[src/rtl/sta_pkg.sv]
`timescale 1ns / 1ps
// Shared types and codes for the slot table with hole FIFO.
// No dependencies.
package sta_pkg;

    localparam logic [3:0] ACT_ADD    = 4'd0;
    localparam logic [3:0] ACT_UPDATE = 4'd1;
    localparam logic [3:0] ACT_REMOVE = 4'd2;
    localparam logic [3:0] ACT_READ   = 4'd3;
    localparam logic [3:0] ACT_QUERY  = 4'd4;
    localparam logic [3:0] ACT_FIRST  = 4'd5;
    localparam logic [3:0] ACT_NEXT   = 4'd6;
    localparam logic [3:0] ACT_LAST   = 4'd7;
    localparam logic [3:0] ACT_PREV   = 4'd8;
    localparam logic [3:0] ACT_MAXID  = 4'd9;

    localparam logic [2:0] STS_OK      = 3'd0;
    localparam logic [2:0] STS_NONE    = 3'd1;
    localparam logic [2:0] STS_DUP     = 3'd2;
    localparam logic [2:0] STS_FULL    = 3'd3;
    localparam logic [2:0] STS_INVALID = 3'd4;

    typedef enum logic [6:0] {
        ST_IDLE  = 7'b0000001,
        ST_EXEC  = 7'b0000010,
        ST_SCAN  = 7'b0000100,
        ST_INS   = 7'b0001000,
        ST_FETCH = 7'b0010000,
        ST_LOAD  = 7'b0100000,
        ST_RESP  = 7'b1000000
    } state_t;

    typedef struct packed {
        logic start;
        logic fwd;
        logic key_mode;
    } scan_ctl_t;

    typedef struct packed {
        logic done;
        logic hit;
    } scan_res_t;

    typedef struct packed {
        logic data_we;
        logic entry_we;
        logic keyed;
        logic clr_en;
    } store_wr_t;

endpackage

[src/rtl/sta_hole_fifo.sv]
`timescale 1ns / 1ps
// FIFO of freed slot ids, held in a memory with a registered head read.
// Depends on sta_pkg.
module sta_hole_fifo
    import sta_pkg::*;
#(
    parameter int CAPACITY = 64,
    localparam int ID_W    = $clog2(CAPACITY),
    localparam int CNT_W   = $clog2(CAPACITY + 1)
)
(
    input  logic            clk,
    input  logic            rst_n,
    input  logic            push,
    input  logic [ID_W-1:0] push_id,
    input  logic            pop,
    output logic [ID_W-1:0] head_id,
    output logic            not_empty
);

    logic [ID_W-1:0]  fifo_mem [CAPACITY];
    logic [ID_W-1:0]  head_reg, head_next;
    logic [ID_W-1:0]  tail_reg, tail_next;
    logic [CNT_W-1:0] count_reg, count_next;

    localparam logic [ID_W-1:0] LAST_IDX = ID_W'(CAPACITY - 1);

    always_ff @(posedge clk)
    begin
        if (push)
        begin
            fifo_mem[tail_reg] <= push_id;
        end
        // head is read back through a register; ops never come back to back
        head_id <= fifo_mem[head_reg];
    end

    always_comb
    begin
        head_next  = head_reg;
        tail_next  = tail_reg;
        count_next = count_reg;
        if (push)
        begin
            tail_next  = (tail_reg == LAST_IDX) ? '0 : tail_reg + 1'b1;
            count_next = count_reg + 1'b1;
        end
        else if (pop)
        begin
            head_next  = (head_reg == LAST_IDX) ? '0 : head_reg + 1'b1;
            count_next = count_reg - 1'b1;
        end
    end

    always_ff @(posedge clk or negedge rst_n)
    begin
        if (!rst_n)
        begin
            head_reg  <= '0;
            tail_reg  <= '0;
            count_reg <= '0;
        end
        else
        begin
            head_reg  <= head_next;
            tail_reg  <= tail_next;
            count_reg <= count_next;
        end
    end

    assign not_empty = (count_reg != '0);

endmodule

[config.mk]
export PLATFORM = sky130hd
export DESIGN_NAME = sta_hole_fifo
export DESIGN_NICKNAME = d
export VERILOG_FILES = /design/src/rtl/sta_pkg.sv /design/src/rtl/sta_hole_fifo.sv
export SDC_FILE = /design/constraint.sdc
export NUM_CORES = 1
export LEC_CHECK = 0
export BUFFER_PORTS_ARGS = -buffer_cell sky130_fd_sc_hd__buf_4
export CORE_MARGIN = 8
export CORE_UTILIZATION = 50
export DETAILED_ROUTE_END_ITERATION = 10
export PLACE_DENSITY = 0.65
export SYNTH_ARGS = -nofsm -noshare
export SYNTH_HDL_FRONTEND = slang
export SYNTH_SLANG_ARGS = --single-unit
[constraint.sdc]
create_clock -name clk -period 2.7 [get_ports clk]
set_input_delay 0.27 -clock clk [delete_from_list [all_inputs] [get_ports clk]]
set_output_delay 0.27 -clock clk [all_outputs]
set_load 0.05 [all_outputs]
* Word level (Yosys, flattened, before mapping)
Memory sizes are Yosys's and may differ from the RTL's. A register that Yosys moved wholly into a read port is not among the register bits.
Index checks and enable logic that the tools add are counted.
** Word-level totals
- Register bits after elaboration :: 19
- ROM bits :: 0
- Word-level logic and storage cells :: 20
- Output and inout port bits :: 7
- Bits in latches :: 0
- Memories :: 1
- Bits in writable memories :: 384
- Input bits :: 10
** Memories
- fifo_mem :: depth 64, bits a word 6, rd ports 1, clocked after memory_dff 1, wr ports 1, line sta_hole_fifo.sv:21 : logic [ID_W-1:0] fifo_mem [CAPACITY];
** Operators by class
- Multipliers :: 0
- Equality and inequality tests :: 2
- Magnitude comparators :: 0
- Shift-type cells :: 0
- Reductions and logical operators :: 3
- Bitwise gates (word level) :: 1
- $add $sub $neg :: 4
- Div/mod/pow operators :: 0
- Muxes and demuxes :: 6
** Operators with widths (count)
- two-way mux 7 bit :: 2
- adder 6 x 1 -> 6 bit, second input constant :: 2
- equality test 6 bit, second input constant :: 2
- two-way mux 6 bit :: 2
- adder 7 x 1 -> 7 bit, second input constant :: 1
- nonzero test 7 bit :: 1
- subtractor 7 x 1 -> 7 bit, second input constant :: 1
- two-way mux 1 bit :: 2
- AND reduction 2 bit :: 1
- nonzero test 2 bit :: 1
- NOT 1 bit :: 1

* Logic depth before layout (Yosys ltp)
- Depth after elaboration :: 3
- Mapped depth :: 8

* Worst setup path after synthesis
OpenSTA, ideal clock, no wires.
- Kind :: input port to flip-flop
- Start point :: input port push
- End point :: memory fifo_mem[52][0] in the netlist's numbering (enable)
- Data arrival time :: 1.850 ns
- Buffers on the path :: 1
- Cell stages on the path :: 4
- Slack :: 0.473 ns
- Cell sequence :: clkbuf_1 -> inv_1 -> or4b_2 -> nor3_1
** On the way
- Longest elaborated chain between the ends :: 2
** Ends and longest elaborated chain
- start, declared :: line sta_hole_fifo.sv:14 : input logic push,
- two-way mux 1 bit :: line sta_hole_fifo.sv:30 : if (push)
- two-way mux 1 bit (implied by the code) :: line sta_hole_fifo.sv:32 : fifo_mem[tail_reg] <= push_id;
- end, declared :: line sta_hole_fifo.sv:21
Every way passes these cells.

==> flow_summary.toml <==
[run_status]
status = "completed"

[detailed_routing]
dr.pass1.iters = 5
wl_per_cell_um = 25.98
viasPerCell = 5.968
num_vias = 8099
drc = 0
drt_iter0_drc = 695
wl_mm = 35.26
drtAntennaViolNets = 0

[hold_path]
hold_path.class = "input port to flop"

[power_and_ir_drop]
cellLeakagePower_nw = 5.916
pwr_density_cell_nw_per_um2 = 964.1
vdd_drop_max_v = 0.0005379

[clock_tree]
clock-sinks = 409
cts_root_buf = "clkbuf_16"
cts_tree = "done"
postCtsSetupBuffers = 0
cts_buffer_depth = 3
post_cts_resized = 0
clk_pin_slew_ns = 0.06
cts_made_buffers = 43
htreeDepth = 2
clk_latency_ns = 0.54

[place]
dp.cells = 1277
port_buffers = 16
dpl.hpwl_mm = 22.02
gp_congestion = 0.8532

[timing]
max_freq_mhz = 391.5
finalSetupViolations = 0
period_share = 0.9460
rsz0062_at_grt = "no"
period_minus_slack_ns = 2.554
tightest_slew_ns = 0.8103
hold_viol_final = 0
finalSetupTns_ns = 0
drv_slew = 0
relSlewSlack = 0.4578
clock_skew_ns = 0.02226

[cells_and_area]
diodes = 0
final_nets = 899
post_route_cells_drive_above_1_share = 0.2492
largest_register_ffs = 384
synthToLayoutAreaGrowth_pct = 13.51
stdcell_count = 1357

[global_route]
grt_start_max_net_pins = 65
grt_pass1_wl_mm = 53.98
grtUsageMet1 = 0.2637
busiest_layer = "met2"
grt.met2_usage = 0.2930
grt_use_total = 0.1860
globalRouteMet3Util = 0.02759
grt.overflow.total = 0
antenna_found_initial = 0
grt_pass1_vias = 8419

[setup_path]
worstSetupStartpointType = "flop"
cp_data_arrival_time_ns = 2.95
crit_fanout = 50
criticalPathCategory = "flop to flop"
r2r-start = "head_reg[1]$_DFFE_PN0P_"
cp-startpoint = "head_reg[1]$_DFFE_PN0P_"
endpoint_kind = "flop"
max_stage_delay_ns = 0.65
rr_worst_depth = 5
cp_top_family = "compound AO/OA/AOI/OAI gates"
r2r_setup_slack_ns = 0.15
crit_chain = "buf_12, mux4_2, a22o_1, a211oi_1, o22ai_1"
worstPathRequired_ns = 3.09
endpoint = "head_id[4]$_DFF_P_"
cp_num_cells = 5
path_buf_inv = 1
critPathSlowestCell = "dfrtp_4"
r2r-end = "head_id[4]$_DFF_P_"

[synth]
netlist_area_um2 = 16240
ys.flop_type = "edfxtp_1"
syn_avg_cell_area_um2 = 19.45
synth_most_common_cell = "edfxtp_1"
ys_top_cells_by_count = "384 x edfxtp_1, 88 x mux4_2, 73 x nor2_1"
ys_ff_latch = 409
synth_top_family_by_area = "multiplexers"
synthCells = 835
synth_fp_nets = 853
synth_adder_area_share = 0.006626
synth_compound_area_frac = 0.03806
synth-simple-area-share = 0.03983
ys_seq_area_frac = 0.7467
yosys-top-cells-area = "edfxtp_1 71%, mux4_2 12%, dfrtp_1 2.9%"
synth-async-reset-ratio = 0.04645
synth_xor_area_frac = 0.005393
ys_types = 53
synth_edf_count = 384
synth_largest_area_cell = "edfxtp_1"
ys_warn_count = 0
synth_top_area_frac = 0.7100
muxShareOfSynthArea = 0.1462

[die]
die_width_um = 196.2
die_area_um2 = 38500
row_count = 66
fp.dieH_um = 196.2
core_um2 = 32290
io_pins = 17
initial_core_util = 0.5030

[flow_run]
max_cap_violations = 0
[stage by stage]
step	setup WS (ns)	cell area [um^2]	util	power, W	hold slack [ns]
floorplan	0.4733	16240	-	0.01046	-0.02559
global placement	0.1325	16960	0.5251	0.01178	0.1642
detailed placement	0.1527	16960	0.5251	0.01188	0.1782
CTS	0.1221	18440	0.5710	0.01788	0.08510
global route	0.1181	18440	0.5710	0.01839	0.1101
finish	0.1457	18440	0.5710	0.01777	0.1060
[how the worst min path moves through the flow]
stage,slack (ns),cells past startpoint,start,to
6_report,0.11,3,push,tail_reg[2]$_DFFE_PN0P_
4_1_cts,0.09,3,push,tail_reg[2]$_DFFE_PN0P_
3_5_place_dp,0.18,1,rst_n,count_reg[6]$_DFFE_PN0P_
5_1_grt,0.11,3,push,tail_reg[2]$_DFFE_PN0P_
3_3_place_gp,0.16,1,rst_n,count_reg[6]$_DFFE_PN0P_
2_1_floorplan,-0.03,0,rst_n,count_reg[0]$_DFFE_PN0P_
[layer usage]
| metal | vias to the layer above | share of wire |
|---|---|---|
| li1 | 3500 | - |
| met1 | 4219 | 0.43 |
| met2 | 322 | 0.48 |
| met3 | 58 | 0.065 |
| met4 | 0 | 0.029 |
| met5 | - | 0 |
[cells by family after synthesis]
family                   Yosys count
flip-flops                       409
buffers and inverters             53
adder cells (fa/ha/maj)            8
multiplexers                     125
AO/OA/AOI/OAI                     86
AND/OR/NAND/NOR                  144
XOR/XNOR                          10
[where the power goes]
group,switching [W],internal [W],leakage (nW)
clock network,0.00237,0.00365,0.712
logic,0.00231,0.00164,1.47
registers,0.000455,0.00734,3.73
total,0.00514,0.0126,5.92
[area by class of cell]
cell class	count	area, um^2
multi-input combinational	373	3835
timing repair buffer	47	417.9
fill	2356	13850
clock inverter	21	255.2
tap	442	553.0
inverter	7	26.28
sequential	409	12130
clock buffer	58	1214
[worst register-to-register path, delay by kind of cell, from the launching register on]
| family | cells | cell delay [ns] |
|---|---|---|
| AO/OA/AOI/OAI | 3 | 1.01 |
| flip-flops | 1 | 0.65 |
| multiplexers | 1 | 0.41 |
| buffers and inverters | 1 | 0.34 |
[placed cells by master (no fill, tap or decap), types with 4 or more instances in the layout]
cell type / count
edfxtp_1: 384
mux4_2: 88
nor2_1: 73
clkbuf_16: 44
buf_4: 41
nand2_1: 27
mux2i_1: 19
mux2_2: 18
dfrtp_1: 17
a22oi_1: 12
o21ai_0: 12
a21oi_1: 10
a221oi_1: 8
o22ai_1: 8
nand3_1: 8
clkbuf_1: 8
inv_1: 7
ha_1: 7
nor2b_1: 6
nand2b_1: 6
o21a_1: 6
nor3_1: 6
xnor2_1: 6
clkbuf_8: 6
dfxtp_1: 6
clkinv_2: 5
bufinv_16: 5
buf_12: 5
a22o_1: 4
o221ai_1: 4
a211oi_1: 4
a31o_2: 4
xor2_1: 4
clkinv_1: 4
[repair_timing]
action | in CTS | in global routing
hold buffers | 1 | 0
endpoints found under the setup margin | 0 | 0
endpoints found under the hold margin | 19 | 0
Note: power is estimated with default switching activity, not from simulation.
