### src/rtl/sta_pkg.sv
`timescale 1ns / 1ps
// Shared types and codes for the slot table with hole FIFO.
// No dependencies.
package sta_pkg;

    localparam logic [3:0] ACT_ADD    = 4'd0;
    localparam logic [3:0] ACT_UPDATE = 4'd1;
    localparam logic [3:0] ACT_REMOVE = 4'd2;
    localparam logic [3:0] ACT_READ   = 4'd3;
    localparam logic [3:0] ACT_QUERY  = 4'd4;
    localparam logic [3:0] ACT_FIRST  = 4'd5;
    localparam logic [3:0] ACT_NEXT   = 4'd6;
    localparam logic [3:0] ACT_LAST   = 4'd7;
    localparam logic [3:0] ACT_PREV   = 4'd8;
    localparam logic [3:0] ACT_MAXID  = 4'd9;

    localparam logic [2:0] STS_OK      = 3'd0;
    localparam logic [2:0] STS_NONE    = 3'd1;
    localparam logic [2:0] STS_DUP     = 3'd2;
    localparam logic [2:0] STS_FULL    = 3'd3;
    localparam logic [2:0] STS_INVALID = 3'd4;

    typedef enum logic [6:0] {
        ST_IDLE  = 7'b0000001,
        ST_EXEC  = 7'b0000010,
        ST_SCAN  = 7'b0000100,
        ST_INS   = 7'b0001000,
        ST_FETCH = 7'b0010000,
        ST_LOAD  = 7'b0100000,
        ST_RESP  = 7'b1000000
    } state_t;

    typedef struct packed {
        logic start;
        logic fwd;
        logic key_mode;
    } scan_ctl_t;

    typedef struct packed {
        logic done;
        logic hit;
    } scan_res_t;

    typedef struct packed {
        logic data_we;
        logic entry_we;
        logic keyed;
        logic clr_en;
    } store_wr_t;

endpackage

### src/rtl/sta_store.sv
`timescale 1ns / 1ps
// Slot storage: data and key memories plus valid and keyed marks.
// Depends on sta_pkg.
module sta_store
    import sta_pkg::*;
#(
    parameter int CAPACITY   = 64,
    parameter int DATA_WIDTH = 32,
    parameter int KEY_WIDTH  = 32,
    localparam int ID_W      = $clog2(CAPACITY)
)
(
    input  logic                  clk,
    input  logic                  rst_n,
    input  store_wr_t             wr,
    input  logic [ID_W-1:0]       wr_addr,
    input  logic [DATA_WIDTH-1:0] wr_data,
    input  logic [KEY_WIDTH-1:0]  wr_key,
    input  logic [ID_W-1:0]       data_rd_addr,
    input  logic [ID_W-1:0]       key_rd_addr,
    output logic [DATA_WIDTH-1:0] data_q,
    output logic [KEY_WIDTH-1:0]  key_q,
    output logic [CAPACITY-1:0]   valid_vec,
    output logic [CAPACITY-1:0]   keyed_vec
);

    logic [DATA_WIDTH-1:0] data_mem [CAPACITY];
    logic [KEY_WIDTH-1:0]  key_mem  [CAPACITY];
    logic [CAPACITY-1:0]   valid_reg;
    logic [CAPACITY-1:0]   keyed_reg;
    logic [CAPACITY-1:0]   valid_next;
    logic [CAPACITY-1:0]   keyed_next;

    always_ff @(posedge clk)
    begin
        if (wr.data_we || wr.entry_we)
        begin
            data_mem[wr_addr] <= wr_data;
        end
        if (wr.entry_we)
        begin
            key_mem[wr_addr] <= wr_key;
        end
        data_q <= data_mem[data_rd_addr];
        key_q  <= key_mem[key_rd_addr];
    end

    always_comb
    begin
        valid_next = valid_reg;
        keyed_next = keyed_reg;
        if (wr.entry_we)
        begin
            valid_next[wr_addr] = 1'b1;
            keyed_next[wr_addr] = wr.keyed;
        end
        else if (wr.clr_en)
        begin
            valid_next[wr_addr] = 1'b0;
            keyed_next[wr_addr] = 1'b0;
        end
    end

    always_ff @(posedge clk or negedge rst_n)
    begin
        if (!rst_n)
        begin
            valid_reg <= '0;
            keyed_reg <= '0;
        end
        else
        begin
            valid_reg <= valid_next;
            keyed_reg <= keyed_next;
        end
    end

    assign valid_vec = valid_reg;
    assign keyed_vec = keyed_reg;

endmodule

### config.mk
export PLATFORM = sky130hd
export DESIGN_NAME = sta_store
export DESIGN_NICKNAME = d
export VERILOG_FILES = /design/src/rtl/sta_pkg.sv /design/src/rtl/sta_store.sv
export SDC_FILE = /design/constraint.sdc
export NUM_CORES = 2
export LEC_CHECK = 0
export BUFFER_PORTS_ARGS = -buffer_cell sky130_fd_sc_hd__buf_2
export CORE_UTILIZATION = 56
export DETAILED_ROUTE_END_ITERATION = 8
export HOLD_SLACK_MARGIN = 0.15
export PLACE_DENSITY = 0.77
export RECOVER_POWER = 50
export SYNTH_ARGS = -nofsm -noshare
export SYNTH_HDL_FRONTEND = slang
export SYNTH_SLANG_ARGS = --single-unit
### constraint.sdc
create_clock -name clk -period 1.68 [get_ports clk]
set_clock_uncertainty 0.1 [all_clocks]
set_input_delay 0.336 -clock clk [delete_from_list [all_inputs] [get_ports clk]]
set_output_delay 0.336 -clock clk [all_outputs]
set_load 0.02 [all_outputs]
# == Word-level counts from Yosys, hierarchy flattened ==
# Memory sizes are Yosys's and may differ from the RTL's. A register that Yosys moved wholly into a read port is not among the register bits.
# Index checks and enable logic that the tools add are counted.
# word_totals
reg_bits,128
ram_bits,4096
wordCells,24
mem_count,2
# mem_list
memory,depth,width,read_ports,rd_clocked_by_memory_dff,write_ports,line_no,source
data_mem,64,32,1,1,1,sta_store.sv:27,logic [DATA_WIDTH-1:0] data_mem [CAPACITY];
key_mem,64,32,1,1,1,sta_store.sv:28,logic [KEY_WIDTH-1:0] key_mem [CAPACITY];
# op_classes
magnitude_cmp,2
n_mux,11
n_bitwise,4
reduce_logical,3
# ops
operator,n
two-way mux 64 bit,4
bitwise AND 64 bit,2
bitwise mux 64 bit,1
inverter 64 bit,1
OR 64 bit,1
"< comparator 6 x 7 -> 1 bit, second input constant",1
demux 1 bit (select 6 bit),1
">= comparator 6 x 1 -> 1 bit, second input constant",1
two-way mux 1 bit,5
nonzero test 2 bit,1
logical AND 1 bit,1
logical OR 1 bit,1

# == Depth between registers and ports, before layout ==
# depth
ltp_word,8
depth_mapped,10

# == Worst setup path after synthesis ==
# No wires, ideal clock.
# synth_timing
kind,input -> register
from,input wr_addr[4]
to,"memory data_mem[60][0], enable pin"
setup_time_ns,0.421
arrival_ns,2.911
setup_slack_ns,-1.752
cell_stages,6
n_path_buf,3
path_cell_list,clkbuf_1 > and3_1 > clkbuf_1 > buf_1 > nand2_1 > nor2_1
# synth_lines
element,line_no,source
"start, declared",sta_store.sv:16,"input logic [ID_W-1:0] wr_addr,"
"end, declared",sta_store.sv:27,
# Straight into the memory's write port.

# == Final worst setup path ==
# layout_timing
from,input wr[2] in the netlist's numbering
to,"memory key_mem[15][9], enable pin"
# layout_between
elab_chain_len,2
# layout_rtl
element,line_no,source
"start, declared",sta_store.sv:15,"input store_wr_t wr,"
two-way mux 1 bit,sta_store.sv:40,if (wr.entry_we)
two-way mux 1 bit (implied by the code),sta_store.sv:42,key_mem[wr_addr] <= wr_key;
"end, declared",sta_store.sv:28,
# No other way between the ends.

==> flow_metrics.py <==
metrics = {
    "job": {
        "maxCapViolations": 14,
    },
    "power": {
        "power.total_mw": 229,
        "p_sw_frac": 0.231,
        "comb_power_share": 0.080,
        "power.share.clock": 0.395,
        "powerDensity_nw_per_um2": 1150,
        "netSwitchingPower_mw": 52.9,
        "seqPwrFrac": 0.524,
        "p_int_mw": 176,
        "p_leak_nw": 65.2,
        "vdd_drop_max_mv": 1.26,
    },
    "yosys": {
        "synthFlopType": "edfxtp_1",
        "synth_top_area_frac": 0.761,
        "yosysSeqAreaShare": 0.788,
        "syn_nets": 7330,
        "netlist_area_um2": 162000,
        "avgSynthCellArea_um2": 22.3,
        "synthCells": 7242,
        "async_flop_share": 0.0299,
        "netlist_top_cells_count": "edfxtp_1, mux4_2, clkbuf_1, nor2_1, o22ai_1",
        "yosysUniqueCellTypes": 62,
        "yosys.area.top_type": "edfxtp_1",
        "synth_most_common_cell": "edfxtp_1",
        "ys_ff_latch": 4288,
        "synth_warnings": 0,
        "synth-edff-count": 4096,
        "synthTopCellsByArea": "edfxtp_1, mux4_2, dfrtp_1",
    },
    "floorplan": {
        "rows": 196,
        "ioPinCount": 280,
        "core_region_area_um2": 286000,
        "dieHeight_um": 539,
        "die_x_um": 539,
        "die_area_um2": 291000,
        "start_util": 0.565,
    },
    "cts": {
        "cts_tree": "done",
        "clockRootBuffer": "clkbuf_16",
        "cts_sinks": 4288,
        "clkLatencyLatePin_ns": 0.96,
        "worst_setup_hold_path_clk_slew_ns": 0.06,
        "clock_path_buffers": 4,
        "cts_buffers": 400,
        "htreeDepth": 5,
    },
    "global_routing": {
        "grt_pass1_wl_mm": 721,
        "grt_pass1_vias": 94000,
        "grt_max_degree": 65,
        "grt-ovfl-total": 0,
        "antenna_found_initial": 18,
        "grt.total_usage": 0.357,
    },
    "detailed_routing": {
        "drc": 0,
        "first_pass_iters": 6,
        "vias": 92800,
        "drt_iter0_drc": 15900,
        "wirelength_mm": 528,
        "viasPerCell": 7.15,
        "wl_per_cell_um": 40.7,
        "ant_nets": 0,
    },
    "run_status": {
        "violations": "max-capacitance violations, max-slew violations, negative setup slack",
        "status": "complete, but fails checks",
    },
    "finish": {
        "layout-drive-gt1-share": 0.401,
        "final_net_count": 8940,
        "syn2layout_area_growth_pct": 23.3,
        "fin_cells": 13000,
    },
    "worst_setup_path": {
        "critPathTopFamily": "buffers and inverters",
        "crit_type": "primary input to flip-flop",
        "path_cells": "clkdlybuf4s25_1 -> clkbuf_1 -> clkbuf_1 -> nand2_1 -> buf_12 -> nor2_4 -> buf_4",
        "cp.arrival_ns": 2.62,
        "critPathMaxStageDelay_ns": 0.59,
        "startpoint_type": "primary input",
        "path_common_cell": "clkbuf_1",
        "crit_slowest_cell": "clkbuf_1",
        "cp_max_fo": 23,
        "path_buf_inv": 5,
        "end_kind": "flip-flop",
        "worstPathRequired_ns": 2.12,
    },
    "timing": {
        "finalSetupViolations": 4147,
        "slew_headroom": -0.107,
        "worstMarginPinSlew_ns": 1.66,
        "period_share": 1.29,
        "max_freq_mhz": 460,
        "slew_viol_final": 1159,
        "finalHoldViolations": 0,
        "worst_slack_ns": -0.493,
        "period_needed_ns": 2.17,
        "rsz0062_at_grt": "yes",
        "finalSetupTns_ns": -620.76,
    },
    "place": {
        "dp.cells": 12100,
        "preCtsSetupSlack_ns": -1.46,
        "place_hpwl_mm": 293,
        "globalplace.congestion": 0.887,
        "portBuffers": 279,
    },
    "min_path": {
        "worstHoldPathType": "primary input to flip-flop",
    },
}
[per-stage QoR]
step                      area, um^2   util  hold slack [ns]
after detailed placement      182000  0.634            0.199
after global routing          199000  0.697            0.138
final                         199000  0.697            0.166
after CTS                     199000  0.695          -0.0590
after global placement        181000  0.634            0.190
after floorplan               163000      -          -0.0596
[layout make-up]
type | instances | area [um^2]
antenna | 21 | 52.6
multi-input combinational | 2526 | 36100
sequential | 4288 | 128000
clock buffer | 529 | 10800
inverter | 7 | 30.0
clock inverter | 214 | 1860
tap | 3762 | 4710
fill | 15400 | 86700
timing repair buffer | 1629 | 18200
[metal layers]
metal | track usage | part of all wire | vias up | wire length [um]
met3 | 0.0764 | 0.13 | 2259 | 67700
met5 | 0 | 0.00012 | - | 66
met4 | 0.276 | 0.095 | 10 | 50100
li1 | - | - | 34100 | -
met1 | 0.425 | 0.30 | 47000 | 157000
met2 | 0.574 | 0.48 | 9348 | 253000
[cell families after synthesis]
logic type      synth area share
simple gates              0.0174
mux                        0.147
buf+inv                   0.0133
flops                      0.788
compound gates            0.0341
[cell usage in the layout, fill, tap and decap left out, drive strengths merged, types with 8 or more instances in the layout]
master and instances:
nand3 91, o221ai 66, dfrtp 128, a22o 56, dlygate4sd3 74, a21o 58
nor4 27, a22oi 44, mux2i 128, o22ai 193, buf 1454, clkbuf 622
or3b 8, nand2b 17, bufinv 26, mux2 11, and2 13, and3 14
diode 21, o21ai 145, clkinv 165, nor2b 19, mux4 992, or2 12
nor2 193, a21oi 70, nand3b 11, clkinvlp 17, nor3 31, a221oi 86
o22a 20, nand2 148, a211oi 10, a31oi 12, dfxtp 64, inv 13
edfxtp 4096
[power groups by stage]
stage	registers, mW	logic, mW	clock network, mW
after floorplan	122	6.24	0
after global placement	122	14.7	0
after detailed placement	122	15.2	0
after CTS	120	17.5	89.4
after global routing	120	18.6	94.0
final	120	18.4	90.4
[worst reg2reg max path, delay by kind of cell (launching register included)]
kind,cells,cell delay (ns)
simple gates,1,0.15
buf+inv,1,0.16
compound gates,2,0.39
mux,2,0.72
flops,1,0.39
[final timing paths]
check / slack, ns / to / from / cells after the start
min reg2reg: 0.41 / flip-flop / flip-flop / 1
max reg2reg: -0.35 / key_q[29]$_DFF_P_ / key_mem[37][29]$_DFFE_PP_ / 6
min in group asynchronous: 0.62 / asynchronous set/reset pin / rst_n / 3
min: 0.17 / data_q[5]$_DFF_P_ / data_rd_addr[3] / 6
max: -0.49 / key_mem[15][9]$_DFFE_PP_ / wr[2] / 7
max in group asynchronous: 0.09 / keyed_vec[24]$_DFFE_PN0P_ / rst_n / 4
[state kept, by name (all words and copies together), names as in the netlist, named ones only]
| name | count |
|---|---|
| data_mem | 2048 |
| data_q | 32 |
| key_mem | 2048 |
| key_q | 32 |
| keyed_vec | 64 |
[repair_timing]
item,in CTS,in global routing
endpoints found under the hold margin,3229,4
gates cloned,0,8
endpoints found under the setup margin,256,3169
resized for setup,919,101
hold buffers,80,3
setup buffers,30,43
pin swaps,118,51
Note: power is estimated with default switching activity, not from simulation.
