[src/rtl/sta_pkg.sv]
`timescale 1ns / 1ps
// Shared types and codes for the slot table with hole FIFO.
// No dependencies.
package sta_pkg;

    localparam logic [3:0] ACT_ADD    = 4'd0;
    localparam logic [3:0] ACT_UPDATE = 4'd1;
    localparam logic [3:0] ACT_REMOVE = 4'd2;
    localparam logic [3:0] ACT_READ   = 4'd3;
    localparam logic [3:0] ACT_QUERY  = 4'd4;
    localparam logic [3:0] ACT_FIRST  = 4'd5;
    localparam logic [3:0] ACT_NEXT   = 4'd6;
    localparam logic [3:0] ACT_LAST   = 4'd7;
    localparam logic [3:0] ACT_PREV   = 4'd8;
    localparam logic [3:0] ACT_MAXID  = 4'd9;

    localparam logic [2:0] STS_OK      = 3'd0;
    localparam logic [2:0] STS_NONE    = 3'd1;
    localparam logic [2:0] STS_DUP     = 3'd2;
    localparam logic [2:0] STS_FULL    = 3'd3;
    localparam logic [2:0] STS_INVALID = 3'd4;

    typedef enum logic [6:0] {
        ST_IDLE  = 7'b0000001,
        ST_EXEC  = 7'b0000010,
        ST_SCAN  = 7'b0000100,
        ST_INS   = 7'b0001000,
        ST_FETCH = 7'b0010000,
        ST_LOAD  = 7'b0100000,
        ST_RESP  = 7'b1000000
    } state_t;

    typedef struct packed {
        logic start;
        logic fwd;
        logic key_mode;
    } scan_ctl_t;

    typedef struct packed {
        logic done;
        logic hit;
    } scan_res_t;

    typedef struct packed {
        logic data_we;
        logic entry_we;
        logic keyed;
        logic clr_en;
    } store_wr_t;

endpackage

[src/rtl/sta_scan.sv]
`timescale 1ns / 1ps
// Shared slot scanner: walks slots one per cycle forward or backward and
// stops on the first valid (and, in key mode, matching keyed) slot. Uses sta_pkg.
module sta_scan
    import sta_pkg::*;
#(
    parameter int CAPACITY  = 64,
    parameter int KEY_WIDTH = 32,
    localparam int ID_W     = $clog2(CAPACITY),
    localparam int CNT_W    = $clog2(CAPACITY + 1)
)
(
    input  logic                 clk,
    input  logic                 rst_n,
    input  scan_ctl_t            ctl,
    input  logic [CNT_W-1:0]     start_pos,
    input  logic [CNT_W-1:0]     limit,
    input  logic [KEY_WIDTH-1:0] key,
    input  logic [KEY_WIDTH-1:0] key_rd,
    input  logic [CAPACITY-1:0]  valid_vec,
    input  logic [CAPACITY-1:0]  keyed_vec,
    output logic [ID_W-1:0]      rd_addr,
    output scan_res_t            res,
    output logic [ID_W-1:0]      hit_idx
);

    logic [CNT_W-1:0] pos_reg, pos_next;
    logic [CNT_W-1:0] limit_reg, limit_next;
    logic [ID_W-1:0]  cmp_idx_reg, cmp_idx_next;
    logic             active_reg, active_next;
    logic             cmp_vld_reg, cmp_vld_next;
    logic             fwd_reg, fwd_next;
    logic             keym_reg, keym_next;
    logic [CNT_W-1:0] pos_dec;
    logic             more;
    logic             match;

    assign pos_dec = pos_reg - 1'b1;
    assign more    = fwd_reg ? (pos_reg < limit_reg) : (pos_reg != '0);
    assign rd_addr = fwd_reg ? pos_reg[ID_W-1:0] : pos_dec[ID_W-1:0];

    // key memory data lines up with cmp_idx_reg (registered read)
    assign match = cmp_vld_reg && valid_vec[cmp_idx_reg]
                   && (!keym_reg || (keyed_vec[cmp_idx_reg] && key_rd == key));

    assign res.hit  = match;
    assign res.done = active_reg && (match || (!cmp_vld_reg && !more));
    assign hit_idx  = cmp_idx_reg;

    always_comb
    begin
        pos_next     = pos_reg;
        limit_next   = limit_reg;
        cmp_idx_next = cmp_idx_reg;
        active_next  = active_reg;
        cmp_vld_next = 1'b0;
        fwd_next     = fwd_reg;
        keym_next    = keym_reg;
        if (ctl.start)
        begin
            active_next = 1'b1;
            pos_next    = start_pos;
            limit_next  = limit;
            fwd_next    = ctl.fwd;
            keym_next   = ctl.key_mode;
        end
        else if (res.done)
        begin
            active_next = 1'b0;
        end
        else if (active_reg && more)
        begin
            cmp_vld_next = 1'b1;
            cmp_idx_next = rd_addr;
            pos_next     = fwd_reg ? pos_reg + 1'b1 : pos_dec;
        end
    end

    always_ff @(posedge clk or negedge rst_n)
    begin
        if (!rst_n)
        begin
            active_reg  <= 1'b0;
            cmp_vld_reg <= 1'b0;
            pos_reg     <= '0;
            limit_reg   <= '0;
            cmp_idx_reg <= '0;
            fwd_reg     <= 1'b0;
            keym_reg    <= 1'b0;
        end
        else
        begin
            active_reg  <= active_next;
            cmp_vld_reg <= cmp_vld_next;
            pos_reg     <= pos_next;
            limit_reg   <= limit_next;
            cmp_idx_reg <= cmp_idx_next;
            fwd_reg     <= fwd_next;
            keym_reg    <= keym_next;
        end
    end

endmodule

[config.mk]
export PLATFORM = sky130hd
export DESIGN_NAME = sta_scan
export DESIGN_NICKNAME = d
export VERILOG_FILES = /design/src/rtl/sta_pkg.sv /design/src/rtl/sta_scan.sv
export SDC_FILE = /design/constraint.sdc
export NUM_CORES = 1
export LEC_CHECK = 0
export BUFFER_PORTS_ARGS = -buffer_cell sky130_fd_sc_hd__buf_4
export CORE_ASPECT_RATIO = 0.6
export CORE_MARGIN = 2
export CORE_UTILIZATION = 44
export CTS_BUF_LIST = sky130_fd_sc_hd__clkbuf_16
export CTS_CLUSTER_SIZE = 20
export DETAILED_ROUTE_END_ITERATION = 10
export GPL_ROUTABILITY_DRIVEN = 0
export PLACE_DENSITY = 0.87
export SLEW_MARGIN = 20
export SYNTH_ARGS = -nofsm -noshare
export SYNTH_HDL_FRONTEND = slang
export SYNTH_SLANG_ARGS = --single-unit
[constraint.sdc]
create_clock -name clk -period 4 [get_ports clk]
set_input_delay 0.2 -clock clk [delete_from_list [all_inputs] [get_ports clk]]
set_output_delay 0.2 -clock clk [all_outputs]
set_load 0.1 [all_outputs]
Word-level counts from Yosys, hierarchy flattened
Index checks and enable logic that the tools add are counted.
{ "word_totals": {"output_inout_bits": 14, "regBits": 24, "in_bits": 211} }
{ "op_classes": {"muxes": 15, "reduce_logical": 16, "bitwise": 2, "eq_ne": 2, "addsub": 2, "order_cmp": 2} }
{ "ops": {"columns": ["operator", "n"], "rows": [
  ["$eq A32 B32 Y1", 1],
  ["$mux W7", 4],
  ["$bmux W1 S6", 2],
  ["$mux W1", 8],
  ["$add A7 B1 Y7 const B", 1],
  ["$lt A6 B7 Y1 const B", 1],
  ["$lt A7 B7 Y1", 1],
  ["$reduce_bool A7 Y1", 1],
  ["$sub A7 B1 Y7 const B", 1],
  ["$logic_and A1 B1 Y1", 6],
  ["$mux W6", 1],
  ["$reduce_bool A2 Y1", 2],
  ["$logic_not A1 Y1", 3],
  ["$reduce_and A3 Y1", 1],
  ["$logic_or A1 B1 Y1", 2],
  ["$ne A2 B2 Y1 const B", 1],
  ["$not A1 Y1", 2],
  ["$reduce_and A2 Y1", 1]
]} }

Logic depth before layout (Yosys ltp)
{ "depth": {"ltp_word": 9, "mapped_depth": 10, "mapped_depth_nobuf": 9} }

Worst setup path before layout
No wires, ideal clock.
{ "synth_timing": {"kind": "flip-flop to output port", "start": "reg cmp_idx_reg[1] (netlist: hit_idx[1])", "end": "out res[1] (netlist bit)", "arrival_time_ns": 3.295, "t_required_ns": 3.800, "stages_incl_launch_ff": 11, "setup_slack_ns": 0.505, "path_buffers": 3, "cell_sequence": "dfrtp_1 > buf_6 > buf_2 > mux4_2 > nor3_1 > a2111oi_0 > a21oi_1 > o22a_2 > buf_6 > nor2_1 > o21a_1"} }
{ "synth_lines": {"columns": ["item", "line", "text"], "rows": [
  ["start, declared", "sta_scan.sv:29", "logic [ID_W-1:0] cmp_idx_reg, cmp_idx_next;"],
  ["start signal, assigned", "sta_scan.sv:97", "cmp_idx_reg <= cmp_idx_next;"],
  ["end, declared", "sta_scan.sv:23", "output scan_res_t res,"]
]} }

==> results.cfg <==
[outcome]
status = finished clean

[drt]
drt_wl_total_mm = 11.5
ant_nets = 0
wl_per_cell_um = 19.9
viasPerCell = 5.79
drtIter0Drc = 329
drc = 0
drt-pass1-iter-count = 5
vias = 3322

[power_and_ir_drop]
combPwrFrac_pct = 71.5
p_int_uw = 1310
ir_drop_mv = 1.09
power_density_nw_per_um2 = 596
switching_share_pct = 53.2
leakage_uw = 0.00222
switching_power_uw = 1490
clkPwrFrac_pct = 7.7
p_seq_share_pct = 20.8

[cells_and_area]
areaGrowthSynthToFinish_pct = 59.4
nFillCells = 510
post-route-cell-area_sq_um = 4690
regArea_sq_um = 602
nets = 708
drive_above_1_share_pct = 56.1
final_core_util_pct = 71.5
multiInputGateArea_sq_um = 2150
n_antenna_cell = 0
final-instance-count-excl-fill = 574

[placed_design]
place_inst = 569
dpl.hpwl_mm = 9.77
dpl_cell_area_sq_um = 4600
io_buffers = 224

[synth]
syn-mean-instance-area_sq_um = 10.5
seq_area_frac_synth_pct = 20.4
synthArstFlopShare_pct = 100
synth_cell_types = 44
syn_area_sq_um = 2940
synth_edf_count = 0
ys_warn_count = 0
synth_fp_nets = 500
synth_cells = 280
ys_ff_latch = 24
synth-main-ff-cell = dfrtp_1

[clock_network]
clk_pin_slew_worst_paths_ns = 0.06
cts_tree = done
cts_resized = 0
clockBufferDepth = 2
h-tree-depth = 1
clk_latency_ns = 0.25
clockRootBuffer = clkbuf_16
cts.sinks = 24
cts-buffers-inserted = 3

[floorplan]
die_area_sq_um = 7380
io_pins = 225
core_sq_um = 6560
fp-row-count = 23
die_h_um = 67.3
initial_core_util_pct = 44.9
die_w_um = 110

[sta]
tns_ns = 0
rsz0062_at_grt = false
finClkSkew_ns = 0.00253
relSlewSlack_pct = 33.4
worst_pin_slew_ns = 0.999
finalCritPeriodShare_pct = 86.0
period_needed_ns = 3.44
hold_ws_ns = 0.149
hold_viol = 0
setup_viol = 0
slew_viol_final = 0
clock.fmax_ghz = 0.291

[worst_setup_path]
worstPathArrival_ns = 3.24
criticalPathCategory = flop to output port
cp.required_ns = 3.80
startpoint = hit_idx[2]
start_kind = flop
end_kind = output port
critPathMaxFanout = 25
r2r-start = hit_idx[2]

[grt]
overflow = 0
grt_pass1_vias = 3363
grt_start_max_net_pins = 32
grt_pass1_wl_mm = 16.8
antenna_found_initial = 0
track_usage_pct = 30.9

[worst_hold_path]
hold_path_class = primary input to flop
hold_start = limit[3]

[job]
drv_cap = 0
## layer usage
layer	global-route usage, %	up-vias	part of all wire [%]
met5	0	-	0
met4	9.49	0	2.2
met3	9.94	24	12
met2	54.0	212	49
met1	36.6	1591	37
li1	-	1495	-
## critical path, cell delays in order (launching register included)
cell,delay [ns]
dfrtp_1,1.00
mux4_2,0.36
mux2i_1,0.08
a221oi_1,0.31
a22oi_1,0.15
o31a_1,0.42
nor2_1,0.23
o21a_1,0.15
buf_4,0.28
## metrics by stage
step,worst slack [ns],power [uW]
floorplan,0.505,2110
global placement,0.939,2500
detailed placement,0.847,2570
CTS,0.587,2790
global route,0.359,2940
finish,0.561,2800
## Yosys cell counts (2+ instances only)
master | instances | share of area (%)
mux2_2 | 9 | 3.4
a31oi_1 | 5 | 1.1
o2111ai_1 | 7 | 2.1
inv_1 | 13 | 1.7
a22oi_1 | 3 | 0.77
a221oi_1 | 2 | 0.60
o211ai_1 | 6 | 1.5
nor4_1 | 9 | 1.9
nand2_1 | 18 | 2.3
mux4_2 | 31 | 24
nor2_1 | 9 | 1.1
nor3_1 | 10 | 1.7
clkbuf_1 | 11 | 1.4
nand3_1 | 6 | 1.0
nand2b_1 | 3 | 0.64
buf_4 | 4 | 1.0
nor2b_1 | 3 | 0.64
nor3b_1 | 3 | 0.77
buf_6 | 5 | 1.9
o21ai_0 | 9 | 1.5
mux4_1 | 3 | 2.7
nand4_1 | 2 | 0.43
ha_1 | 9 | 3.8
buf_2 | 3 | 0.51
xnor2_1 | 2 | 0.60
xor2_1 | 36 | 11
dfrtp_1 | 24 | 20
mux2i_1 | 10 | 3.4
a21oi_1 | 6 | 1.0
o31a_1 | 2 | 0.60
and2_1 | 4 | 0.85
## cell families (layout without fill, tap and decap cells)
| family | count (synthesis) | in the layout | synth area share (%) |
|---|---|---|---|
| multiplexers | 53 | 53 | 33.2 |
| buffers and inverters | 37 | 244 | 6.63 |
| flip-flops | 24 | 24 | 20.4 |
| adder cells (fa/ha/maj) | 9 | 9 | 3.83 |
| AO/OA/AOI/OAI | 50 | 50 | 12.7 |
| AND/OR/NAND/NOR | 69 | 69 | 11.9 |
| XOR/XNOR | 38 | 38 | 11.3 |
## worst paths after layout
| check | endpoint | slack [ns] | depth (start not counted) |
|---|---|---|---|
| min | limit_reg[3] | 0.15 | 3 |
| max | res[1] | 0.56 | 8 |
| min reg2reg | keym_reg | 0.52 | 1 |
| max in group asynchronous | hit_idx[0] | 3.36 | 2 |
| min in group asynchronous | limit_reg[3] | 0.38 | 2 |
| max reg2reg | hit_idx[0] | 0.81 | 7 |
## cell type report
cell class                 count  area share, %
timing repair buffer         227           36.4
clock inverter                 1         0.0800
clock buffer                   3           1.60
tap                           87           2.32
multi-input combinational    219           45.8
sequential                    24           12.8
inverter                      13           1.04
## timing repair
item | CTS | global route
buffers inserted | 0 | 0
hold endpoints to repair | 24 | 0
hold buffers | 1 | 0
## power by group through the flow
stage | Sequential, uW | Clock (uW) | Combinational, uW
CTS | 581 | 218 | 1990
global placement | 571 | 0 | 1930
detailed placement | 585 | 0 | 1980
finish | 583 | 215 | 2000
floorplan | 606 | 0 | 1510
global route | 611 | 226 | 2110
## placed cells by master, fill, tap and decap left out, types with 10 or more instances in the layout
| cell | netlist | layout |
|---|---|---|
| xor2_1 | 36 | 36 |
| nor3_1 | 10 | 10 |
| mux4_2 | 31 | 31 |
| mux2i_1 | 10 | 10 |
| buf_4 | 4 | 226 |
| inv_1 | 13 | 13 |
| nand2_1 | 18 | 18 |
| dfrtp_1 | 24 | 23 |
Note: power is estimated with default switching activity, not from simulation.
